File: config.mk
export PLATFORM = sky130hd
export DESIGN_NAME = one_wire_bus_master
export DESIGN_NICKNAME = d
export VERILOG_FILES = /design/src/design/ow_pkg.sv /design/src/design/one_wire_bus_master.sv
export SDC_FILE = /design/constraint.sdc
export NUM_CORES = 1
export LEC_CHECK = 0
export ABC_CLOCK_PERIOD_IN_PS = 3850
export BUFFER_PORTS_ARGS = -buffer_cell sky130_fd_sc_hd__buf_4
export CAP_MARGIN = 20
export CORE_MARGIN = 2
export CORE_UTILIZATION = 55
export DETAILED_ROUTE_END_ITERATION = 10
export HOLD_SLACK_MARGIN = 0.08
export PLACE_DENSITY = 0.76
export SLEW_MARGIN = 20
export SYNTH_ARGS = -nofsm -noshare
export SYNTH_HDL_FRONTEND = slang
export SYNTH_SLANG_ARGS = --single-unit
File: constraint.sdc
create_clock -name i_clk -period 3.85 [get_ports i_clk]
set_input_delay 0.385 -clock i_clk [delete_from_list [all_inputs] [get_ports i_clk]]
set_output_delay 0.385 -clock i_clk [all_outputs]
set_load 0.01 [all_outputs]
File: src/design/ow_pkg.sv
`timescale 1ns / 1ps

package ow_pkg;

    // Fixed byte size of the bus protocol.
    localparam int BITS_PER_BYTE = 8;

    // Bus phases.
    localparam logic [3:0] PH_IDLE     = 4'd0;
    localparam logic [3:0] PH_RST_LOW  = 4'd1;
    localparam logic [3:0] PH_RST_WAIT = 4'd2;
    localparam logic [3:0] PH_RST_REC  = 4'd3;
    localparam logic [3:0] PH_SLOT_LOW = 4'd4;
    localparam logic [3:0] PH_WR_HOLD  = 4'd5;
    localparam logic [3:0] PH_RD_WAIT  = 4'd6;
    localparam logic [3:0] PH_RD_REC   = 4'd7;
    localparam logic [3:0] PH_GAP      = 4'd8;

    // Command codes.
    localparam logic [2:0] CMD_IDLE   = 3'd0;
    localparam logic [2:0] CMD_RESET  = 3'd1;
    localparam logic [2:0] CMD_WRBYTE = 3'd2;
    localparam logic [2:0] CMD_RDBYTE = 3'd3;
    localparam logic [2:0] CMD_WRBIT  = 3'd4;
    localparam logic [2:0] CMD_RDBIT  = 3'd5;

    // Configuration register indexes.
    localparam logic [2:0] REG_TICKS_PER_US  = 3'd0;
    localparam logic [2:0] REG_RESET_LOW     = 3'd1;
    localparam logic [2:0] REG_PRESENCE_WAIT = 3'd2;
    localparam logic [2:0] REG_RESET_REC     = 3'd3;
    localparam logic [2:0] REG_SLOT_LOW      = 3'd4;
    localparam logic [2:0] REG_WRITE_SLOT    = 3'd5;
    localparam logic [2:0] REG_READ_SAMPLE   = 3'd6;
    localparam logic [2:0] REG_READ_REC      = 3'd7;

    // Register reset values.
    localparam logic [9:0] RST_TICKS_PER_US  = 10'd1;
    localparam logic [9:0] RST_RESET_LOW     = 10'd480;
    localparam logic [7:0] RST_PRESENCE_WAIT = 8'd60;
    localparam logic [9:0] RST_RESET_REC     = 10'd420;
    localparam logic [3:0] RST_SLOT_LOW      = 4'd1;
    localparam logic [7:0] RST_WRITE_SLOT    = 8'd60;
    localparam logic [5:0] RST_READ_SAMPLE   = 6'd14;
    localparam logic [7:0] RST_READ_REC      = 8'd45;

    typedef struct packed {
        logic [2:0] func;
        logic [7:0] wr_data;
        logic       line_in;
    } t_ow_in;

    typedef struct packed {
        logic       drive_low;
        logic       busy_res;
        logic       done_res;
        logic [7:0] rd_data;
        logic       presence_level;
        logic       rejected;
    } t_ow_out;

endpackage

File: src/design/one_wire_bus_master.sv
`timescale 1ns / 1ps

// One-wire bus master, stepped by one input transaction per bus clock cycle.
// Input channel: i_in_valid / o_in_stall carry a command code, a write byte
// and the sampled line level. Each accepted transaction advances the bus
// timing by one step and produces exactly one output transaction.
// Output channel: o_out_valid / i_out_stall carry the line drive, busy, done,
// the last read byte, the presence level and a rejected flag.
// An accepted transaction's result is registered in the output register, or
// in the skid register while the receiver stalls. Throughput is one
// transaction per cycle while o_in_stall is low; each step is a single pass
// of counter and compare logic between the input and the output register.
// When the receiver stalls, one extra result is held in a skid register, so
// the transaction arriving in the same cycle is still taken; o_in_stall then
// rises until the skid register drains. Results are never dropped.
// Reset (synchronous, active low) loads the timing registers with their defaults,
// returns the bus to idle and empties both output registers. Configuration is a
// plain write port; the user must write it only while the block is idle, unchecked.
module one_wire_bus_master
    import ow_pkg::*;
(
    input  logic        i_clk,
    input  logic        i_rst_n,
    input  logic        i_in_valid,
    output logic        o_in_stall,
    input  t_ow_in      i_in_data,
    output logic        o_out_valid,
    input  logic        i_out_stall,
    output t_ow_out     o_out_data,
    input  logic        i_cfg_we,
    input  logic [2:0]  i_cfg_idx,
    input  logic [9:0]  i_cfg_data
);

    // Timing registers.
    logic [9:0] r_ticks_per_us;
    logic [9:0] r_reset_low;
    logic [7:0] r_presence_wait;
    logic [9:0] r_reset_rec;
    logic [3:0] r_slot_low;
    logic [7:0] r_write_slot;
    logic [5:0] r_read_sample;
    logic [7:0] r_read_rec;

    // Bus state.
    logic [3:0] r_phase,     n_phase;
    logic [2:0] r_kind,      n_kind;
    logic [9:0] r_us,        n_us;
    logic [9:0] r_presc,     n_presc;
    logic [3:0] r_bits_left, n_bits_left;
    logic [7:0] r_shift,     n_shift;
    logic       r_presence,  n_presence;
    logic [7:0] r_rd_result, n_rd_result;

    // Output register and skid register.
    logic    r_out_valid;
    t_ow_out r_out_data;
    logic    r_skid_valid;
    t_ow_out r_skid_data;

    logic    in_accept;
    logic    out_take;
    t_ow_out step_out;
    logic    step_done;
    logic    step_rejected;
    logic    step_drive;

    // A register that holds zero behaves as one.
    function automatic logic [9:0] at_least_one(input logic [9:0] v);
        return (v == 10'd0) ? 10'd1 : v;
    endfunction

    assign o_in_stall  = r_skid_valid;
    assign in_accept   = i_in_valid && !r_skid_valid;
    assign out_take    = r_out_valid && !i_out_stall;
    assign o_out_valid = r_out_valid;
    assign o_out_data  = r_out_data;

    // One bus cycle of the sequencer.
    always_comb begin
        logic       is_cmd;
        logic       is_read;
        logic       expired;
        logic [9:0] presc_inc;
        logic [9:0] us_dec;
        logic [3:0] bits_dec;

        n_phase     = r_phase;
        n_kind      = r_kind;
        n_us        = r_us;
        n_presc     = r_presc;
        n_bits_left = r_bits_left;
        n_shift     = r_shift;
        n_presence  = r_presence;
        n_rd_result = r_rd_result;
        step_done     = 1'b0;
        step_rejected = 1'b0;
        expired       = 1'b0;

        is_cmd   = (i_in_data.func >= CMD_RESET) && (i_in_data.func <= CMD_RDBIT);
        is_read  = (r_kind == CMD_RDBYTE) || (r_kind == CMD_RDBIT);
        presc_inc = r_presc + 10'd1;
        us_dec    = r_us - 10'd1;
        bits_dec  = r_bits_left - 4'd1;

        if (r_phase == PH_IDLE) begin
            if (is_cmd) begin
                n_kind  = i_in_data.func;
                n_presc = 10'd0;
                if (i_in_data.func == CMD_RESET) begin
                    n_phase = PH_RST_LOW;
                    n_us    = at_least_one(r_reset_low);
                end else begin
                    case (i_in_data.func)
                        CMD_WRBYTE: begin
                            n_shift     = i_in_data.wr_data;
                            n_bits_left = 4'(BITS_PER_BYTE);
                        end
                        CMD_WRBIT: begin
                            n_shift     = {7'd0, i_in_data.wr_data[0]};
                            n_bits_left = 4'd1;
                        end
                        CMD_RDBYTE: begin
                            n_shift     = 8'd0;
                            n_bits_left = 4'(BITS_PER_BYTE);
                        end
                        default: begin
                            n_shift     = 8'd0;
                            n_bits_left = 4'd1;
                        end
                    endcase
                    n_phase = PH_SLOT_LOW;
                    n_us    = at_least_one({6'd0, r_slot_low});
                end
            end
        end else begin
            step_rejected = is_cmd;
            if (r_phase == PH_GAP) begin
                n_phase = PH_SLOT_LOW;
                n_us    = at_least_one({6'd0, r_slot_low});
                n_presc = 10'd0;
            end else begin
                n_presc = presc_inc;
                if (presc_inc >= at_least_one(r_ticks_per_us)) begin
                    n_presc = 10'd0;
                    n_us    = us_dec;
                    expired = (us_dec == 10'd0);
                end
                if (expired) begin
                    unique case (r_phase)
                        PH_RST_LOW: begin
                            n_phase = PH_RST_WAIT;
                            n_us    = at_least_one({2'd0, r_presence_wait});
                            n_presc = 10'd0;
                        end
                        PH_RST_WAIT: begin
                            n_presence = i_in_data.line_in;
                            n_phase    = PH_RST_REC;
                            n_us       = at_least_one(r_reset_rec);
                            n_presc    = 10'd0;
                        end
                        PH_RST_REC: begin
                            n_phase   = PH_IDLE;
                            step_done = 1'b1;
                        end
                        PH_SLOT_LOW: begin
                            n_presc = 10'd0;
                            if (is_read) begin
                                n_phase = PH_RD_WAIT;
                                n_us    = at_least_one({4'd0, r_read_sample});
                            end else begin
                                n_phase = PH_WR_HOLD;
                                n_us    = at_least_one({2'd0, r_write_slot});
                            end
                        end
                        PH_RD_WAIT: begin
                            n_shift = {i_in_data.line_in, r_shift[7:1]};
                            n_phase = PH_RD_REC;
                            n_us    = at_least_one({2'd0, r_read_rec});
                            n_presc = 10'd0;
                        end
                        PH_WR_HOLD, PH_RD_REC: begin
                            // End of a bit slot: writes shift out the bit just sent.
                            if (!is_read) begin
                                n_shift = {1'b0, r_shift[7:1]};
                            end
                            n_bits_left = bits_dec;
                            if (bits_dec == 4'd0) begin
                                if (is_read) begin
                                    n_rd_result = r_shift;
                                end
                                n_phase   = PH_IDLE;
                                step_done = 1'b1;
                            end else begin
                                n_phase = PH_GAP;
                            end
                        end
                        default: begin
                            n_phase = PH_IDLE;
                        end
                    endcase
                end
            end
        end

        // The line drive follows the phase entered in this cycle.
        if ((n_phase == PH_RST_LOW) || (n_phase == PH_SLOT_LOW)) begin
            step_drive = 1'b1;
        end else if (n_phase == PH_WR_HOLD) begin
            step_drive = ~n_shift[0];
        end else begin
            step_drive = 1'b0;
        end

        step_out.drive_low      = step_drive;
        step_out.busy_res       = (n_phase != PH_IDLE);
        step_out.done_res       = step_done;
        step_out.rd_data        = n_rd_result;
        step_out.presence_level = n_presence;
        step_out.rejected       = step_rejected;
    end

    // Configuration writes.
    always_ff @(posedge i_clk) begin
        if (!i_rst_n) begin
            r_ticks_per_us  <= RST_TICKS_PER_US;
            r_reset_low     <= RST_RESET_LOW;
            r_presence_wait <= RST_PRESENCE_WAIT;
            r_reset_rec     <= RST_RESET_REC;
            r_slot_low      <= RST_SLOT_LOW;
            r_write_slot    <= RST_WRITE_SLOT;
            r_read_sample   <= RST_READ_SAMPLE;
            r_read_rec      <= RST_READ_REC;
        end else if (i_cfg_we) begin
            unique case (i_cfg_idx)
                REG_TICKS_PER_US:  r_ticks_per_us  <= i_cfg_data;
                REG_RESET_LOW:     r_reset_low     <= i_cfg_data;
                REG_PRESENCE_WAIT: r_presence_wait <= i_cfg_data[7:0];
                REG_RESET_REC:     r_reset_rec     <= i_cfg_data;
                REG_SLOT_LOW:      r_slot_low      <= i_cfg_data[3:0];
                REG_WRITE_SLOT:    r_write_slot    <= i_cfg_data[7:0];
                REG_READ_SAMPLE:   r_read_sample   <= i_cfg_data[5:0];
                REG_READ_REC:      r_read_rec      <= i_cfg_data[7:0];
                default:           r_read_rec      <= r_read_rec;
            endcase
        end
    end

    // Bus state advances only on an accepted transaction.
    always_ff @(posedge i_clk) begin
        if (!i_rst_n) begin
            r_phase     <= PH_IDLE;
            r_kind      <= CMD_IDLE;
            r_us        <= 10'd0;
            r_presc     <= 10'd0;
            r_bits_left <= 4'd0;
            r_shift     <= 8'd0;
            r_presence  <= 1'b1;
            r_rd_result <= 8'd0;
        end else if (in_accept) begin
            r_phase     <= n_phase;
            r_kind      <= n_kind;
            r_us        <= n_us;
            r_presc     <= n_presc;
            r_bits_left <= n_bits_left;
            r_shift     <= n_shift;
            r_presence  <= n_presence;
            r_rd_result <= n_rd_result;
        end
    end

    // Output register with a one-entry skid stage.
    always_ff @(posedge i_clk) begin
        if (!i_rst_n) begin
            r_out_valid  <= 1'b0;
            r_skid_valid <= 1'b0;
        end else if (r_skid_valid) begin
            if (out_take) begin
                r_skid_valid <= 1'b0;
            end
        end else if (in_accept) begin
            if (!r_out_valid || out_take) begin
                r_out_valid <= 1'b1;
            end else begin
                r_skid_valid <= 1'b1;
            end
        end else if (out_take) begin
            r_out_valid <= 1'b0;
        end
    end

    always_ff @(posedge i_clk) begin
        if (r_skid_valid) begin
            if (out_take) begin
                r_out_data <= r_skid_data;
            end
        end else if (in_accept) begin
            if (!r_out_valid || out_take) begin
                r_out_data <= step_out;
            end else begin
                r_skid_data <= step_out;
            end
        end
    end

    // The skid stage only fills behind a waiting result.
    a_skid_behind_out: assert property (@(posedge i_clk) disable iff (!i_rst_n)
        r_skid_valid |-> r_out_valid)
        else $error("skid register valid without a result in the output register");

    // A completed command always leaves the sequencer idle.
    a_done_goes_idle: assert property (@(posedge i_clk) disable iff (!i_rst_n)
        (in_accept && step_done) |=> (r_phase == PH_IDLE))
        else $error("command completed but the bus did not return to idle");

    // The gap between slots only occurs with bits still to send.
    a_gap_has_bits: assert property (@(posedge i_clk) disable iff (!i_rst_n)
        (r_phase == PH_GAP) |-> (r_bits_left != 4'd0))
        else $error("inter-slot gap with no bits left");

    // A done result never shows a busy or driven bus.
    a_done_released: assert property (@(posedge i_clk) disable iff (!i_rst_n)
        (r_out_valid && r_out_data.done_res) |->
            (!r_out_data.busy_res && !r_out_data.drive_low))
        else $error("done result with busy or driven line");

endmodule
==> impl_summary.md <==
GRT
The met2 capacity usage during global routing is 0.456. The total overflow reported by the global router is 0. The global router's overall resource usage is 0.282. The number of global-route vias before repair came to 6221. The global-route wire length before repair is 31.5 mm. The number of antenna violations at the first check in global routing came to 0. Entering global routing, the biggest net connects 50 pins. For met3 alone, demand over resource in global routing was 0.0572.

The met1 capacity usage during global routing is 0.362. The peak-usage layer in the global routing report is met2.

Yosys
A synthesized cell averages 8.41 um^2. Yosys mapped the design onto 83 distinct sky130hd cell types. The top flip-flop cell by instance count after synthesis is sky130_fd_sc_hd__dfxtp_1. The net count of the mapped netlist is 893. The portion of the post-synthesis area used by sequential elements is 0.429. In the synthesized netlist the async set-or-reset flop fraction comes to 0. After synthesis the cells add up to 7140 um^2. During synthesis, Yosys emitted a total of 0 warnings. The number of instances in the synthesized netlist is 848.

The synthesized flop and latch total is 140. The synthesized design contains 26 enable-type register cells.

Clock tree
After clock tree synthesis, the clock-pin slew on the worst setup and hold paths is 0.06 ns. The clock passes through at most 2 buffers. The total clock buffers created by CTS is 17.

The tree is rooted in a sky130_fd_sc_hd__clkbuf_16. The sink count of the clock tree is 140. The clock reaches the later pin of the worst-skew pair after 0.43 ns. The H-tree was split into 4 levels.

TritonCTS built the clock tree. Buffers inserted to repair hold after CTS numbered 0.

Critical path
The setup path with the least slack is of type flop to flop. In this run the worst path has a maximum fanout of 12. At the worst endpoint, the arrival time is 3.83 ns. STA classifies the critical path startpoint as a flop.

STA classifies the critical path endpoint as a flop. For this design, the slowest cell found on the critical path is sky130_fd_sc_hd__dfxtp_1. The data required time of the worst path is 4.03 ns.

The delay of the slowest critical-path stage is 0.37 ns. The critical path goes through ha_1 -> and3_1 -> and3_1 -> nand3_1 -> xnor2_1 -> ha_1 -> nand4_1 -> a211o_2 -> o31ai_2 -> o2111a_2 -> nor2b_4 -> buf_12 -> mux2_2 -> mux2_2.

Timing
For the pin with the worst max-slew slack, the measured transition is 1.01 ns. The total count of hold-check failures in the final report is 0. The final total negative setup slack is 0 ns.

The share of the clock period used by the worst path is 0.947. The worst-case headroom to the max-slew limit is 0.324. Static timing analysis puts the maximum clock frequency at 0.274 GHz. Setup repair after global routing left no endpoint under its margin. The final clock skew is 0.00604 ns. The final max-slew violation count is 0. The final count of negative-setup-slack endpoints is 0. The worst path in the final design needs a cycle of 3.65 ns, including I/O delays and setup.

Floorplan
The vertical die dimension is 118 um. The effective utilization at floorplan is 0.565. The area inside the core boundary is 12600 um^2. Pin placement for this block handled 45 I/O pins. The horizontal die dimension is 118 um. The initialized floorplan defines 41 standard-cell rows. The die covers 13900 um^2.

Final layout
At the end of the flow, the number of nets in the layout was 927. The fill cell instance count of the final layout is 1043. Of the cells placed in the final design, the portion with a size suffix greater than 1 is 0.158. Compared with the post-synthesis result, the final layout area differs by 16.1%.

The antenna cell count is 0. Measured on the finished design, the core utilization comes to 0.657.

Drt
In the routed layout, each cell is associated on average with a via count of 6.18. The final wirelength is 19.3 mm. Dividing the detail-routed wire length by the instance count gives 18.1 um. The remaining routing DRC violations is 0.

The first TritonRoute pass finished after 5 iterations. The detailed router finished its first iteration with 629 violations. The post-detailed-route count of antenna-violating nets is 0. The detailed router placed 6598 vias in this run.

Run
The max-capacitance violation count is 0.

Power
Across the VDD grid, the largest voltage drop is 296 uV. The cell area power density is 481 nW/um^2. The completed layout was analyzed and its total power is 0.00398 W. The static leakage is 3.18 nW.

Status
The flow ran to the end, and the final reports show no timing, DRC or antenna violations.

Placement
The count of port buffers added during placement is 44. The placed wire-length estimate after detailed placement is 13.6 mm. At the end of routability-driven placement, the weighted congestion stood at 0.936.

Hold path
The worst hold path class is primary input to flop.
-- metrics by stage --
step           instances  worst slack [ns]  hold WS, ns  cell area, um^2
6_report            1067             0.204        0.196             8290
5_1_grt             1067            0.0157        0.209             8290
4_1_cts             1065            0.0243        0.198             8250
3_5_place_dp        1033            0.0434        0.447             7590
3_3_place_gp        1033             0.162        0.440             7590
2_1_floorplan        848             0.269        0.429             7140
-- cells in the final DEF, fill, tap and decap left out, drive strengths merged, types with 5 or more instances in the layout --
cell,netlist,routed
o211ai,6,6
dfxtp,114,114
a221oi,5,5
mux2,20,20
xnor2,7,7
nand3,39,39
or3,6,6
and3,6,6
mux2i,24,24
nor2b,6,6
nand4,5,5
clkbuf,28,19
buf,20,63
xor2,9,9
a21oi,98,98
a211oi,5,5
bufinv,0,5
a22oi,5,5
nor4,9,9
edfxtp,26,26
o21ai,48,48
nand2b,7,7
ha,15,15
inv,21,23
and2,5,5
nand2,158,158
nor2,61,61
a31oi,8,8
nor3,24,24
-- power by group --
| group | switching, W | internal, W | total [W] | leakage (nW) |
|---|---|---|---|---|
| Clock | 0.000648 | 0.00117 | 0.00182 | 0.314 |
| Sequential | 0.0000680 | 0.00156 | 0.00162 | 1.18 |
| Combinational | 0.000329 | 0.000211 | 0.000541 | 1.68 |
| Total | 0.00105 | 0.00294 | 0.00398 | 3.18 |
-- sequential cells by signal, indices dropped and copies added, names as in the netlist, 4 cells and up --
register and cells:
r_read_rec 8, r_skid_data 13, r_reset_low 10, r_presc 10
o_out_data 13, r_us 10, r_ticks_per_us 10, r_read_sample 6
r_reset_rec 10, r_bits_left 4, r_write_slot 8, r_slot_low 4
r_phase 4, r_rd_result 8, r_presence_wait 8, r_shift 8
-- what timing repair did --
item | CTS | global route
endpoints found under the setup margin | 0 | 27
buffers inserted | 0 | 2
gates resized for setup | 0 | 7
-- logic make-up after synthesis --
logic type	count (synthesis)	share of synthesized area
buf+inv	69	0.0424
mux	44	0.0673
simple gates	344	0.224
xor+xnor	16	0.0196
compound gates	220	0.191
flops	140	0.429
fa+ha+maj	15	0.0263
-- final timing paths --
kind | endpoint | slack, ns | cells after the start | start
max reg2reg | o_out_data[4] | 0.20 | 14 | r_presc[1]
min | r_presence | 0.20 | 3 | i_in_data[0]
min reg2reg | r_rd_result[5] | 0.46 | 2 | r_rd_result[5]
max | o_out_data[4] | 0.20 | 14 | r_presc[1]
-- cell usage after synthesis (15+ instances only) --
library cell / number / area [um^2]
sky130_fd_sc_hd__a21oi_1: 97 / 485
sky130_fd_sc_hd__clkbuf_1: 28 / 105
sky130_fd_sc_hd__dfxtp_1: 114 / 2280
sky130_fd_sc_hd__edfxtp_1: 26 / 781
sky130_fd_sc_hd__ha_1: 15 / 188
sky130_fd_sc_hd__inv_1: 20 / 75.1
sky130_fd_sc_hd__mux2_2: 16 / 180
sky130_fd_sc_hd__mux2i_1: 24 / 240
sky130_fd_sc_hd__nand2_1: 157 / 589
sky130_fd_sc_hd__nand3_1: 39 / 195
sky130_fd_sc_hd__nor2_1: 61 / 229
sky130_fd_sc_hd__nor3_1: 21 / 105
sky130_fd_sc_hd__o21ai_0: 47 / 235
-- final cells by class --
type / count / area [um^2] / area share
clock buffer: 19 / 443 / 0.0535
timing repair buffer: 63 / 485 / 0.0586
inverter: 21 / 78.8 / 0.00951
multi-input combinational: 639 / 3790 / 0.457
sequential: 140 / 3060 / 0.370
tap: 172 / 215 / 0.0260
clock inverter: 13 / 214 / 0.0258
-- critical path: cells and delay by family, from the launching register on --
kind,cells,cell delay (ns)
AO/OA/AOI/OAI,3,0.68
XOR/XNOR,1,0.16
adder cells (fa/ha/maj),2,0.52
buffers and inverters,1,0.15
flip-flops,1,0.37
multiplexers,2,0.61
AND/OR/NAND/NOR,5,0.89
-- per-layer routing --
metal | routed length, um | share of wire
met1 | 8260 | 0.43
met2 | 9080 | 0.47
met3 | 1360 | 0.070
met4 | 645 | 0.033
met5 | 0 | 0
Note: power is estimated with default switching activity, not from simulation.
